### src/rtl/pqs_pkg.sv
// Shared types and constants for the priority queue selector.
// No dependencies; used by pqs_ctrl, pqs_dp and priority_queue_selector.
package pqs_pkg;

    // Fixed field widths
    localparam int QIDX_W    = 3;
    localparam int STAMP_W   = 32;
    localparam int TYPE_W    = 2;
    localparam int MAP_W     = 16;
    localparam int FIELD_W   = 2;
    localparam int CFG_IDX_W = 2;

    // Configuration register indexes
    localparam logic [CFG_IDX_W-1:0] CFG_MODE     = 2'd0;
    localparam logic [CFG_IDX_W-1:0] CFG_PRIO_MAP = 2'd1;
    localparam logic [CFG_IDX_W-1:0] CFG_TYPE_MAP = 2'd2;

    // Selection modes
    localparam logic MODE_PRIO = 1'b0;
    localparam logic MODE_RR   = 1'b1;

    // Commands from the controller to the datapath
    typedef struct packed {
        logic load;    // transfer one status item into the round state
        logic decide;  // pick the winner, register the result, clear the round
    } t_cmd;

endpackage

### src/rtl/pqs_ctrl.sv
// Controller state machine for the priority queue selector.
// Depends on pqs_pkg; drives load and decide commands to pqs_dp.
module pqs_ctrl (
    input  logic          i_clk,
    input  logic          i_rst_n,
    input  logic          i_start,
    input  logic          i_final_item,
    output logic          o_busy,
    output pqs_pkg::t_cmd o_cmd
);

    typedef enum logic [1:0] {
        S_IDLE   = 2'b01,
        S_DECIDE = 2'b10
    } t_state;

    t_state r_state;
    t_state n_state;

    // Next state: a final item leads to S_DECIDE for the decision
    always_comb begin
        n_state = r_state;
        unique case (r_state)
            S_IDLE: begin
                if (i_start && i_final_item) begin
                    n_state = S_DECIDE;
                end
            end
            S_DECIDE: begin
                n_state = S_IDLE;
            end
            default: begin
                n_state = S_IDLE;
            end
        endcase
    end

    // Hold state
    always_ff @(posedge i_clk) begin
        if (!i_rst_n) begin
            r_state <= S_IDLE;
        end else begin
            r_state <= n_state;
        end
    end

    // Issue commands
    assign o_busy       = (r_state == S_DECIDE);
    assign o_cmd.load   = i_start && (r_state == S_IDLE);
    assign o_cmd.decide = (r_state == S_DECIDE);

endmodule

### src/rtl/pqs_dp.sv
// Datapath of the priority queue selector: configuration registers,
// per-level and per-type round state, decision logic and result register.
// Depends on pqs_pkg; controlled by pqs_ctrl through pqs_pkg::t_cmd.
module pqs_dp #(
    parameter int QUEUES      = 8,
    parameter int PRIO_LEVELS = 4,
    parameter int JOB_TYPES   = 4,
    parameter int STAMP_BITS  = 32
) (
    input  logic                           i_clk,
    input  logic                           i_rst_n,
    input  pqs_pkg::t_cmd                  i_cmd,
    input  logic                           i_cfg_wr,
    input  logic [pqs_pkg::CFG_IDX_W-1:0]  i_cfg_index,
    input  logic [pqs_pkg::MAP_W-1:0]      i_cfg_data,
    input  logic [pqs_pkg::QIDX_W-1:0]     i_queue_index,
    input  logic                           i_occupied,
    input  logic [pqs_pkg::STAMP_W-1:0]    i_head_stamp,
    input  logic [pqs_pkg::TYPE_W-1:0]     i_last_type,
    output logic                           o_done,
    output logic                           o_found,
    output logic [pqs_pkg::QIDX_W-1:0]     o_chosen_queue
);

    localparam int SW = (STAMP_BITS < pqs_pkg::STAMP_W) ? STAMP_BITS : pqs_pkg::STAMP_W;
    localparam logic [5:0] QN = 6'(QUEUES);

    // Configuration
    logic                      r_mode;
    logic [pqs_pkg::MAP_W-1:0] r_prio_map;
    logic [pqs_pkg::MAP_W-1:0] r_type_map;

    // Round state
    logic [SW-1:0]                 r_lv_stamp [PRIO_LEVELS];
    logic [pqs_pkg::QIDX_W-1:0]    r_lv_index [PRIO_LEVELS];
    logic [PRIO_LEVELS-1:0]        r_lv_seen;
    logic [pqs_pkg::QIDX_W-1:0]    r_ty_index [JOB_TYPES];
    logic [JOB_TYPES-1:0]          r_ty_seen;
    logic [pqs_pkg::TYPE_W-1:0]    r_last_type;

    // Result
    logic                          r_done;
    logic                          r_found;
    logic [pqs_pkg::QIDX_W-1:0]    r_chosen;

    logic                           q_ok;
    logic [pqs_pkg::FIELD_W-1:0]    lv;
    logic [pqs_pkg::FIELD_W-1:0]    ty;
    logic [SW-1:0]                  stamp;
    logic [PRIO_LEVELS-1:0]         lv_upd;
    logic [JOB_TYPES-1:0]           ty_upd;
    logic                           n_found;
    logic [pqs_pkg::QIDX_W-1:0]     n_chosen;
    logic                           lv_hit;
    logic [pqs_pkg::QIDX_W-1:0]     lv_pick;
    logic                           ty_hit;
    logic [pqs_pkg::QIDX_W-1:0]     ty_pick;
    logic [3:0]                     rr_start;
    logic [3:0]                     rr_t;

    // Look up level and type of the incoming queue
    assign q_ok  = i_occupied && ({3'b000, i_queue_index} < QN);
    assign lv    = r_prio_map[{i_queue_index, 1'b0} +: pqs_pkg::FIELD_W];
    assign ty    = r_type_map[{i_queue_index, 1'b0} +: pqs_pkg::FIELD_W];
    assign stamp = i_head_stamp[SW-1:0];

    // Decide which level entries take the item: oldest stamp, lower index on ties
    always_comb begin
        for (int k = 0; k < PRIO_LEVELS; k++) begin
            lv_upd[k] = i_cmd.load && q_ok && ({2'b00, lv} == 4'(k)) &&
                        (!r_lv_seen[k] || (stamp < r_lv_stamp[k]) ||
                         ((stamp == r_lv_stamp[k]) && (i_queue_index < r_lv_index[k])));
        end
    end

    // Decide which type entries take the item: lowest index
    always_comb begin
        for (int k = 0; k < JOB_TYPES; k++) begin
            ty_upd[k] = i_cmd.load && q_ok && ({2'b00, ty} == 4'(k)) &&
                        (!r_ty_seen[k] || (i_queue_index < r_ty_index[k]));
        end
    end

    // Pick the most urgent level that holds a candidate
    always_comb begin
        lv_hit  = 1'b0;
        lv_pick = '0;
        for (int k = PRIO_LEVELS - 1; k >= 0; k--) begin
            if (r_lv_seen[k]) begin
                lv_hit  = 1'b1;
                lv_pick = r_lv_index[k];
            end
        end
    end

    // Rotate through job types starting after the last scheduled one
    always_comb begin
        rr_start = {2'b00, r_last_type} + 4'd1;
        for (int s = 0; s < 4; s++) begin
            if (rr_start >= 4'(JOB_TYPES)) begin
                rr_start = rr_start - 4'(JOB_TYPES);
            end
        end
        ty_hit  = 1'b0;
        ty_pick = '0;
        rr_t    = rr_start;
        for (int j = 0; j < JOB_TYPES; j++) begin
            for (int k = 0; k < JOB_TYPES; k++) begin
                if (!ty_hit && (rr_t == 4'(k)) && r_ty_seen[k]) begin
                    ty_hit  = 1'b1;
                    ty_pick = r_ty_index[k];
                end
            end
            rr_t = (rr_t + 4'd1 == 4'(JOB_TYPES)) ? 4'd0 : rr_t + 4'd1;
        end
    end

    // Select by mode
    always_comb begin
        case (r_mode)
            pqs_pkg::MODE_RR: begin
                n_found  = ty_hit;
                n_chosen = ty_pick;
            end
            default: begin
                n_found  = lv_hit;
                n_chosen = lv_pick;
            end
        endcase
    end

    // Write configuration registers; drop writes beyond the register list
    always_ff @(posedge i_clk) begin
        if (!i_rst_n) begin
            r_mode     <= 1'b0;
            r_prio_map <= '0;
            r_type_map <= '0;
        end else if (i_cfg_wr) begin
            unique case (i_cfg_index)
                pqs_pkg::CFG_MODE:     r_mode     <= i_cfg_data[0];
                pqs_pkg::CFG_PRIO_MAP: r_prio_map <= i_cfg_data;
                pqs_pkg::CFG_TYPE_MAP: r_type_map <= i_cfg_data;
                default: begin
                end
            endcase
        end
    end

    // Track seen flags; clear them when the round is decided
    always_ff @(posedge i_clk) begin
        if (!i_rst_n) begin
            r_lv_seen <= '0;
            r_ty_seen <= '0;
        end else if (i_cmd.decide) begin
            r_lv_seen <= '0;
            r_ty_seen <= '0;
        end else begin
            r_lv_seen <= r_lv_seen | lv_upd;
            r_ty_seen <= r_ty_seen | ty_upd;
        end
    end

    // Hold best stamp and index per level and per type
    always_ff @(posedge i_clk) begin
        for (int k = 0; k < PRIO_LEVELS; k++) begin
            if (lv_upd[k]) begin
                r_lv_stamp[k] <= stamp;
                r_lv_index[k] <= i_queue_index;
            end
        end
        for (int k = 0; k < JOB_TYPES; k++) begin
            if (ty_upd[k]) begin
                r_ty_index[k] <= i_queue_index;
            end
        end
        if (i_cmd.load) begin
            r_last_type <= i_last_type;
        end
    end

    // Register the result; the strobe lasts one cycle
    always_ff @(posedge i_clk) begin
        if (!i_rst_n) begin
            r_done <= 1'b0;
        end else begin
            r_done <= i_cmd.decide;
        end
    end

    always_ff @(posedge i_clk) begin
        if (i_cmd.decide) begin
            r_found  <= n_found;
            r_chosen <= n_found ? n_chosen : '0;
        end
    end

    assign o_done         = r_done;
    assign o_found        = r_found;
    assign o_chosen_queue = r_chosen;

endmodule

### src/rtl/priority_queue_selector.sv
// Top level of the priority queue selector: controller plus datapath.
// Depends on pqs_pkg, pqs_ctrl and pqs_dp.
//
// Queue status items are taken when i_start is high and o_busy is low, one
// per cycle. Each item is folded into the round state on the cycle it is
// accepted: a two-bit map lookup and one timestamp compare per level. An
// item with i_final_item set is followed by a decision step (o_busy high)
// that runs the level or job-type selection and clears the round state. The
// result shows on o_found and o_chosen_queue for exactly one cycle with
// o_done high, the cycle after the decision; the receiver cannot stall it,
// and a new item may be accepted in that same cycle. Configuration writes
// are always ready and should be made only while no round is in progress.
module priority_queue_selector #(
    parameter int QUEUES      = 8,
    parameter int PRIO_LEVELS = 4,
    parameter int JOB_TYPES   = 4,
    parameter int STAMP_BITS  = 32
) (
    input  logic                           i_clk,
    input  logic                           i_rst_n,
    input  logic                           i_start,
    output logic                           o_busy,
    input  logic [pqs_pkg::QIDX_W-1:0]     i_queue_index,
    input  logic                           i_occupied,
    input  logic [pqs_pkg::STAMP_W-1:0]    i_head_stamp,
    input  logic [pqs_pkg::TYPE_W-1:0]     i_last_type,
    input  logic                           i_final_item,
    output logic                           o_done,
    output logic                           o_found,
    output logic [pqs_pkg::QIDX_W-1:0]     o_chosen_queue,
    input  logic                           i_cfg_valid,
    output logic                           o_cfg_ready,
    input  logic [pqs_pkg::CFG_IDX_W-1:0]  i_cfg_index,
    input  logic [pqs_pkg::MAP_W-1:0]      i_cfg_data
);

    pqs_pkg::t_cmd cmd;

    assign o_cfg_ready = 1'b1;

    pqs_ctrl u_ctrl (
        .i_clk        (i_clk),
        .i_rst_n      (i_rst_n),
        .i_start      (i_start),
        .i_final_item (i_final_item),
        .o_busy       (o_busy),
        .o_cmd        (cmd)
    );

    pqs_dp #(
        .QUEUES      (QUEUES),
        .PRIO_LEVELS (PRIO_LEVELS),
        .JOB_TYPES   (JOB_TYPES),
        .STAMP_BITS  (STAMP_BITS)
    ) u_dp (
        .i_clk          (i_clk),
        .i_rst_n        (i_rst_n),
        .i_cmd          (cmd),
        .i_cfg_wr       (i_cfg_valid && o_cfg_ready),
        .i_cfg_index    (i_cfg_index),
        .i_cfg_data     (i_cfg_data),
        .i_queue_index  (i_queue_index),
        .i_occupied     (i_occupied),
        .i_head_stamp   (i_head_stamp),
        .i_last_type    (i_last_type),
        .o_done         (o_done),
        .o_found        (o_found),
        .o_chosen_queue (o_chosen_queue)
    );

endmodule

### config.mk
export PLATFORM = sky130hd
export DESIGN_NAME = priority_queue_selector
export DESIGN_NICKNAME = d
export VERILOG_FILES = /design/src/rtl/pqs_pkg.sv /design/src/rtl/pqs_ctrl.sv /design/src/rtl/pqs_dp.sv /design/src/rtl/priority_queue_selector.sv
export SDC_FILE = /design/constraint.sdc
export NUM_CORES = 1
export LEC_CHECK = 0
export ABC_AREA = 0
export ABC_CLOCK_PERIOD_IN_PS = 7140
export BUFFER_PORTS_ARGS = -buffer_cell sky130_fd_sc_hd__buf_2
export CAP_MARGIN = 20
export CORE_UTILIZATION = 61
export DETAILED_ROUTE_END_ITERATION = 12
export PLACE_DENSITY = 0.91
export SYNTH_ARGS = -nofsm -noshare
export SYNTH_HDL_FRONTEND = slang
export SYNTH_SLANG_ARGS = --single-unit
export TNS_END_PERCENT = 1
### constraint.sdc
create_clock -name i_clk -period 7.14 [get_ports i_clk]
set_clock_uncertainty 0.1 [all_clocks]
set_input_delay 1.428 -clock i_clk [delete_from_list [all_inputs] [get_ports i_clk]]
set_output_delay 1.428 -clock i_clk [all_outputs]
set_load 0.05 [all_outputs]
Word-level counts from Yosys, hierarchy flattened

Memories as Yosys holds them, arrays and structs flattened.
Index checks and enable logic that the tools add are counted.

Add/sub/neg operators: 8
Magnitude comparators: 16
Eq/ne operators: 29
Shift operators: 2
Multiplexer cells: 92
Bitwise operators: 3
Reduce and logical (&&, ||, !) cells: 110

Operator list:

| kind                                                                   | number |
|---|---|
| 32-bit == test                                                         | 4 |
| 32-bit less-than comparator                                            | 4 |
| 32-bit 2-to-1 mux                                                      | 3 |
| 32-bit OR reduction                                                    | 3 |
| 3-bit 2-to-1 mux                                                       | 27 |
| 1-bit logical AND                                                      | 54 |
| 1-bit 2-to-1 mux                                                       | 46 |
| 4-bit by 2-bit == test with 1-bit output (second input constant)       | 8 |
| 16-bit by 5-bit indexed part select with 2-bit output                  | 2 |
| 4-bit 2-to-1 mux                                                       | 7 |
| 3-bit less-than comparator                                             | 8 |
| 1-bit zero test                                                        | 23 |
| 2-bit 2-to-1 mux                                                       | 9 |
| 3-bit OR reduction                                                     | 6 |
| 4-bit by 1-bit == test with 1-bit output (second input constant)       | 4 |
| 4-bit by 3-bit >= comparator with 1-bit output (second input constant) | 4 |
| 4-bit zero test                                                        | 4 |
| 4-bit by 3-bit subtractor with 4-bit output (second input constant)    | 4 |
| 4-bit by 1-bit adder with 4-bit output (second input constant)         | 3 |
| 2-bit == test (second input constant)                                  | 6 |
| 4-bit by 3-bit == test with 1-bit output (second input constant)       | 3 |
| 1-bit logical OR                                                       | 12 |
| 2-bit by 1-bit == test with 1-bit output (second input constant)       | 4 |
| 4-bit OR                                                               | 2 |
| 5 further kinds                                                        | 10 |

Register bits after elaboration: 50
Bits in writable memories: 152
Input port bits: 61
Output and inout port bits: 7
Logic and storage cells: 273
Memories kept: 3

Memories:

| name            | words | width | rd ports | clocked after Yosys merged registers in | write ports | line         | text |
|---|---|---|---|---|---|---|---|
| u_dp.r_lv_stamp | 4     | 32    | 4        | 0                                       | 1           | pqs_dp.sv:34 | `logic [SW-1:0] r_lv_stamp [PRIO_LEVELS];` |
| u_dp.r_lv_index | 4     | 3     | 4        | 0                                       | 1           | pqs_dp.sv:35 | `logic [pqs_pkg::QIDX_W-1:0] r_lv_index [PRIO_LEVELS];` |
| u_dp.r_ty_index | 4     | 3     | 4        | 0                                       | 1           | pqs_dp.sv:37 | `logic [pqs_pkg::QIDX_W-1:0] r_ty_index [JOB_TYPES];` |

Logic depth before layout (Yosys ltp)

Gate-level depths: netlist (run 1).

Depth after elaboration: 73
Depth in mapped cells: 8
Depth with buffers taken out: 8

By module

From an unflattened synthesis (run 1), not the netlist that was laid out.

Cells, all modules: 1029
Area, all modules: 11214.5 um^2

Modules (own cells, without submodules):

| module                  | times used | cells each | area each (um^2) | sequential area each (um^2) |
|---|---|---|---|---|
| pqs_dp                  | 1          | 1020       | 11128.2          | 5585.4 |
| pqs_ctrl                | 1          | 7          | 75.1             | 40.0 |
| priority_queue_selector | 1          | 2          | 11.3             | 0.0 |

Worst setup path after synthesis (run 1)

OpenSTA, ideal clock, no wires.

Path type: input to register
Start point: input i_head_stamp[31] in the netlist's numbering
End point: memory u_dp.r_lv_index[3][0] in the netlist's numbering, enable pin
Library setup time: 0.448 ns
Arrival: 5.040 ns
Data required time: 6.592 ns
Setup slack: 1.552 ns
Stages on the path: 7
Path buffers: 0
Path through: ha_1 nand3_2 or4_4 or3_4 nor4_4 nand3_1 a31oi_1

Elaborated cells between the ends (all ways): 41
Those cells by class: 4 x order compare; 4 x eq/ne; 14 x mux; 19 x reduce/logical

RTL lines:

| element                                                                      | line                          | text |
|---|---|---|
| from (decl)                                                                  | priority_queue_selector.sv:25 | `input logic [pqs_pkg::STAMP_W-1:0] i_head_stamp,` |
| 32-bit less-than comparator / 32-bit == test (equally long branches)         | pqs_dp.sv:71, pqs_dp.sv:72    |  |
| 1-bit logical OR / 1-bit logical AND (equally long branches)                 | pqs_dp.sv:71, pqs_dp.sv:72    |  |
| 1-bit logical OR (*)                                                         | pqs_dp.sv:71                  | `(!r_lv_seen[k] \|\| (stamp < r_lv_stamp[k]) \|\|` |
| 1-bit logical AND (*)                                                        | pqs_dp.sv:70                  | `lv_upd[k] = i_cmd.load && q_ok && ({2'b00, lv} == 4'(k)) &&` |
| named net u_dp.lv_upd[3]                                                     | pqs_dp.sv:50                  | `logic [PRIO_LEVELS-1:0] lv_upd;` |
| 1-bit 2-to-1 mux (*)                                                         | pqs_dp.sv:166                 | `if (lv_upd[k]) begin` |
| 1-bit 2-to-1 mux (implied by the code) (*)                                   | pqs_dp.sv:168                 | `r_lv_index[k] <= i_queue_index;` |
| 3-bit OR reduction (no source line)                                          | n/a                           |  |
| 2-bit 2-to-1 mux (no source line) / 1-bit 2-to-1 mux (equally long branches) | n/a                           |  |
| to (decl)                                                                    | pqs_dp.sv:35                  |  |

The timed path passes the listed nets; every way through them passes the cells marked *.

Final worst setup path (run 1)

Start point: input i_head_stamp[30] in the netlist's numbering
End point: memory u_dp.r_lv_index[3][0] in the netlist's numbering, enable pin

The elaborated chain is that of the path after synthesis.

==> results of run 1 <==
cells in the mapped netlist (all sizes together) (8+ instances only):
master  count  area share
edfxtp    158        0.43
inv       151       0.051
ha        144        0.16
nand2     108       0.037
a21oi      51       0.023
dfxtp      44       0.080
a21boi     41       0.028
o21ai      31       0.014
nor2       28      0.0095
a21o       24       0.016
nand3      20      0.0095
clkbuf     19      0.0064
nand4      17      0.0096
nor3       13      0.0059
o21a       13      0.0088
a211oi     12      0.0081
a221oi      9      0.0071
nor2b       9      0.0051
o211ai      9      0.0061
buf         8      0.0035
mux4        8       0.016
metrics by stage:
stage,hold slack (ps),setup WS [ps],std cells
6_report,351,2780,1310
2_1_floorplan,332,1550,1005
4_1_cts,353,2810,1309
5_1_grt,379,2730,1310
3_3_place_gp,339,2470,1270
3_5_place_dp,343,2350,1270
flip-flops by register name, indices dropped and copies added (netlist names):
| register | flops |
|---|---|
| u_dp.o_found | 1 |
| u_dp.o_done | 1 |
| u_dp.r_ty_index | 12 |
| u_dp.r_prio_map | 16 |
| u_dp.r_lv_seen | 4 |
| u_dp.r_lv_index | 12 |
| u_dp.o_chosen_queue | 3 |
| u_dp.r_mode | 1 |
| u_dp.r_type_map | 16 |
| u_ctrl.r_state | 2 |
| u_dp.r_last_type | 2 |
| u_dp.r_ty_seen | 4 |
| u_dp.r_lv_stamp | 128 |
power breakdown:
part           internal, mW  switching [mW]
Sequential             1.30          0.0168
Clock                 0.655           0.461
Combinational        0.0891           0.147
critical path, stage by stage:
cell and delay [ps]:
buf_2 160, ha_1 330, nand3_2 120, or4_4 560
or3_4 380, nor4_4 310, nand3_1 160, a31oi_4 520
buf_4 440
logic make-up (layout without fill, tap and decap cells):
group | Yosys count | in the layout | share of synthesized area
buffers and inverters | 178 | 258 | 0.0612
DFF | 202 | 202 | 0.508
muxes | 14 | 14 | 0.0218
adders and majority gates | 144 | 144 | 0.163
AOI/OAI and AO/OA | 221 | 221 | 0.134
other | 1 | 1 | 0.000339
and+or+nand+nor | 245 | 245 | 0.112
final cells by class:
type / count / share of cell area
well taps: 225 / 0.0228
clock inverters: 11 / 0.00933
repair buffers: 68 / 0.0296
flip-flops and latches: 202 / 0.456
clock buffers: 28 / 0.0476
inverters: 151 / 0.0459
multi-input cells: 625 / 0.389
worst max path at each step:
stage	startpoint	end	slack, ps
3_3_place_gp	i_queue_index[0]	u_dp.r_lv_stamp[2][31]	2470
3_5_place_dp	i_queue_index[0]	u_dp.r_lv_stamp[2][30]	2350
6_report	i_head_stamp[30]	u_dp.r_lv_index[3][0]	2780
5_1_grt	i_head_stamp[30]	u_dp.r_lv_index[3][1]	2730
2_1_floorplan	i_head_stamp[31]	u_dp.r_lv_index[3][0]	1550
4_1_cts	i_queue_index[0]	u_dp.r_lv_index[2][1]	2810
layer usage:
layer | global-route usage | up-vias | share of wire
li1 | - | 3780 | -
met1 | 0.365 | 3832 | 0.39
met2 | 0.491 | 411 | 0.48
met3 | 0.0474 | 79 | 0.084
met4 | 0.124 | 0 | 0.037
met5 | 0 | - | 0
==> flow_summary.toml, run 1 <==
[worst_setup_path]
crit_fanout = 23
worstRegToRegCells = 9
r2r-start = "u_dp.r_lv_stamp[3][31]"
rr_endpoint = "u_dp.r_lv_index[3][0]"
reg2reg_slack_ps = 3490
cp-end-kind = "register"
worst-setup-path-type = "in -> reg"
crit_arrival_ps = 4410
critPathLaunchType = "input pin"
worstPathRequired_ps = 7190

[layout]
num_antenna_cells = 0
regArea_mm2 = 0.00563
utilization = 0.703
final_net_count = 1275
drive_gt1_frac = 0.116
syn2layout_area_growth_pct = 11.4
final_cell_mix = "158 x edfxtp_1, 146 x inv_1, 144 x ha_1"
design_area_mm2 = 0.0123
multiInputGateArea_mm2 = 0.00480
nFillCells = 1163
final_common_cell = "edfxtp_1"

[global_route]
grt_pass1_vias = 8350
track_usage = 0.289
grt_overflow = 0
grt_max_degree = 37
antenna_found_initial = 0
grt_first_pass_wirelength_mm = 41.5

[floorplan]
coreArea_mm2 = 0.0175
rows = 48
io_pins = 68
dieArea_mm2 = 0.0187
die_y_um = 137
die_width_um = 137
start_util = 0.631

[worst_hold_path]
whs_path_depth = 2
min-delay-start = "u_dp.r_type_map[11]"
whs_endpoint = "u_dp.r_type_map[11]"
holdCritPathClass = "reg -> reg"

[job]
cap_violations = 0

[cts]
max-clock-path-buffers = 3
clk_latency_ps = 520
numCtsBuffers = 22
cts_tree = "done"
clk_pin_slew_ps = 60
cts-resized-gates = 0
ctsRootBufferMaster = "clkbuf_16"
cts_setup_buffers = 0
cts_sinks = 202
htreeDepth = 1
cts_hold_buffers = 0

[sta]
finalHoldViolations = 0
slew_headroom = 0.297
worst_pin_slew_ps = 1060
finalSetupViolCount = 0
setup_tns_ps = 0
finalCritPeriodShare = 0.610
rsz0062_at_grt = "no"
finalCriticalPeriod_ps = 4360
finalMaxSlewViolations = 0
fmax_mhz = 230

[route]
viasPerCell = 6.18
ant_nets = 0
routedWlPerCell_um = 19.7
drt_iter0_markers = 841
dr.pass1.iters = 5
dr_total_vias = 8102
drc = 0
wl_mm = 25.8

[synthesis]
synth.avg_cell_area_um2 = 11.0
yosys_warnings = 0
synthFlopType = "edfxtp_1"
syn_area_mm2 = 0.0111
synthDistinctLibCells = 67
ys_seq_area_frac = 0.508
synthCells = 1005
syn_nets = 1210
ys_ff_latch = 202
synth_edf_count = 158
synthArstFlopShare = 0

[pwr]
total_power_mw = 2.66
power.density_mw_per_mm2 = 216
leakage_nw = 5.32
ir_worst_vdd_uv = 232

[placement]
port_buffers = 66
finalWeightedCongestion = 0.911
hpwl_mm = 17.6
place_area_mm2 = 0.0116

[status]
status = "finished, final reports clean"
(Power assumes the default switching activity.)
==> run 2, diff against run 1 <==
--- a/config.mk
+++ b/config.mk
@@ -6,12 +6,12 @@
 export NUM_CORES = 1
 export LEC_CHECK = 0
 export ABC_AREA = 0
-export ABC_CLOCK_PERIOD_IN_PS = 7140
+export ABC_CLOCK_PERIOD_IN_PS = 3500
 export BUFFER_PORTS_ARGS = -buffer_cell sky130_fd_sc_hd__buf_2
 export CAP_MARGIN = 20
-export CORE_UTILIZATION = 61
+export CORE_UTILIZATION = 56
 export DETAILED_ROUTE_END_ITERATION = 12
-export PLACE_DENSITY = 0.91
+export PLACE_DENSITY = 0.88
 export SYNTH_ARGS = -nofsm -noshare
 export SYNTH_HDL_FRONTEND = slang
 export SYNTH_SLANG_ARGS = --single-unit
==> constraint.sdc (replaced) <==
create_clock -name i_clk -period 3.5 [get_ports i_clk]
set_clock_uncertainty 0.1 [all_clocks]
set_input_delay 0.7 -clock i_clk [delete_from_list [all_inputs] [get_ports i_clk]]
set_output_delay 0.7 -clock i_clk [all_outputs]
set_load 0.05 [all_outputs]
==> run 2 against run 1 <==
Total power up 100%; sequential share of layout area is 1.0 points lower; via count up 0.35%; flip-flop and latch count unchanged; sequential power grew 100%; die area up 8.8%; cell count increased by 5.0%; design area rose by 2.2%; global-route usage fell by 3.2 points; clock power grew 100%; worst setup slack got worse by 2400 ps; largest cell class unchanged.
==> flow_summary.toml, run 2 (synthesized netlist as in run 1, its figures left out) <==
[floorplan]
die_width_um = 143
rows = 51
io_pins = 68
start_util = 0.571
dieArea_mm2 = 0.0203
coreArea_mm2 = 0.0194
die_y_um = 143

[placement]
place_area_mm2 = 0.0119
port_buffers = 66
hpwl_mm = 17.7
finalWeightedCongestion = 0.911

[worst_setup_path]
crit_arrival_ps = 3200
slowest_stage = "or4_4"
timing.critical_path.slowest_cell_delay_ps = 560
cpLargestDelayFamily = "simple AND/OR/NAND/NOR gates"
worst-setup-path-type = "reg -> reg"
crit_chain = "inv_1, ha_1, nand3_2, or4_4, or3_4, nor4_4, nand3_1, a31oi_4, buf_4"
cp_num_buf_inv = 2
cp-end-kind = "register"
worstPathRequired_ps = 3590
critPathLaunchType = "register"
crit_fanout = 11

[route]
routedWlPerCell_um = 18.2
dr_total_vias = 8130
wl_mm = 25.0
ant_nets = 0
viasPerCell = 5.91
drc = 0
drt_iter0_markers = 754
dr.pass1.iters = 5

[sta]
slew_headroom = 0.541
finalHoldViolations = 0
finalCriticalPeriod_ps = 3110
finalCritPeriodShare = 0.889
setup_tns_ps = 0
worst_pin_slew_ps = 683
rsz0062_at_grt = "no"
fmax_mhz = 322
finalSetupViolCount = 0
finalMaxSlewViolations = 0

[cts]
cts_sinks = 202
cts_hold_buffers = 0
max-clock-path-buffers = 3
cts-resized-gates = 0
cts_tree = "done"
ctsRootBufferMaster = "clkbuf_16"
numCtsBuffers = 21
cts_setup_buffers = 0
htreeDepth = 1
clk_latency_ps = 500
clk_pin_slew_ps = 60

[pwr]
power.density_mw_per_mm2 = 430
leakage_nw = 5.46
ir_worst_vdd_uv = 335

[layout]
reg_top3 = "u_dp.r_lv_stamp (128), u_dp.r_prio_map (16), u_dp.r_type_map (16)"
design_area_mm2 = 0.0126
num_antenna_cells = 0
syn2layout_area_growth_pct = 13.9
final_cell_mix = "158 x edfxtp_1, 146 x inv_1, 144 x ha_1"
drive_gt1_frac = 0.138
largest-register = "u_dp.r_lv_stamp"
final_net_count = 1302
largest_reg_flops = 128
final_common_cell = "edfxtp_1"

[global_route]
track_usage = 0.257
grt_max_degree = 37
grt_overflow = 0
grt_pass1_vias = 8215
grt_first_pass_wirelength_mm = 40.7
antenna_found_initial = 0

[job]
cap_violations = 0

[worst_hold_path]
holdCritPathClass = "in -> reg"

[status]
status = "finished, final reports clean"
==> run 2: metrics by stage <==
step	cells	setup slack, ps	power [mW]	utilization	hold WS (ps)
floorplan	1005	-91.7	3.00	-	332
global placement	1339	41.0	3.18	0.615	338
detailed placement	1339	-54.0	3.21	0.615	346
CTS	1376	400	5.44	0.650	281
global route	1376	290	5.60	0.650	283
finish	1376	390	5.43	0.650	291
==> run 2: final timing paths <==
check / from / end / slack, ps / cells after the start
setup reg to reg: u_dp.r_lv_stamp[3][30] / u_dp.r_lv_stamp[3][0] / 390 / 9
hold reg to reg: u_dp.r_prio_map[10] / u_dp.r_prio_map[10] / 350 / 2
hold / removal: i_last_type[0] / u_dp.r_last_type[0] / 290 / 1
setup / recovery: u_dp.r_lv_stamp[3][30] / u_dp.r_lv_stamp[3][0] / 390 / 9
==> run 2: routing by layer <==
layer	vias to the layer above	share of wire	GRT usage
li1	3820	-	-
met1	3952	0.40	0.309
met2	300	0.51	0.463
met3	58	0.058	0.0387
met4	0	0.031	0.0945
met5	-	0	0
==> run 2: report_power, final <==
group          leakage (nW)  switching (mW)  total [mW]  internal [mW]
combinational          3.32           0.298       0.496          0.198
sequential             1.79          0.0343        2.68           2.64
clock                 0.346           0.906        2.26           1.35
total                  5.46            1.24        5.43           4.19
==> run 2: layout make-up <==
class                      instances  area (um2)
clock inverter                    12         131
fill                            1419        6790
inverter                         151         567
tap                              265         332
clock buffer                      25         556
sequential                       202        5630
multi-input combinational        625        4800
timing repair buffer              96         606
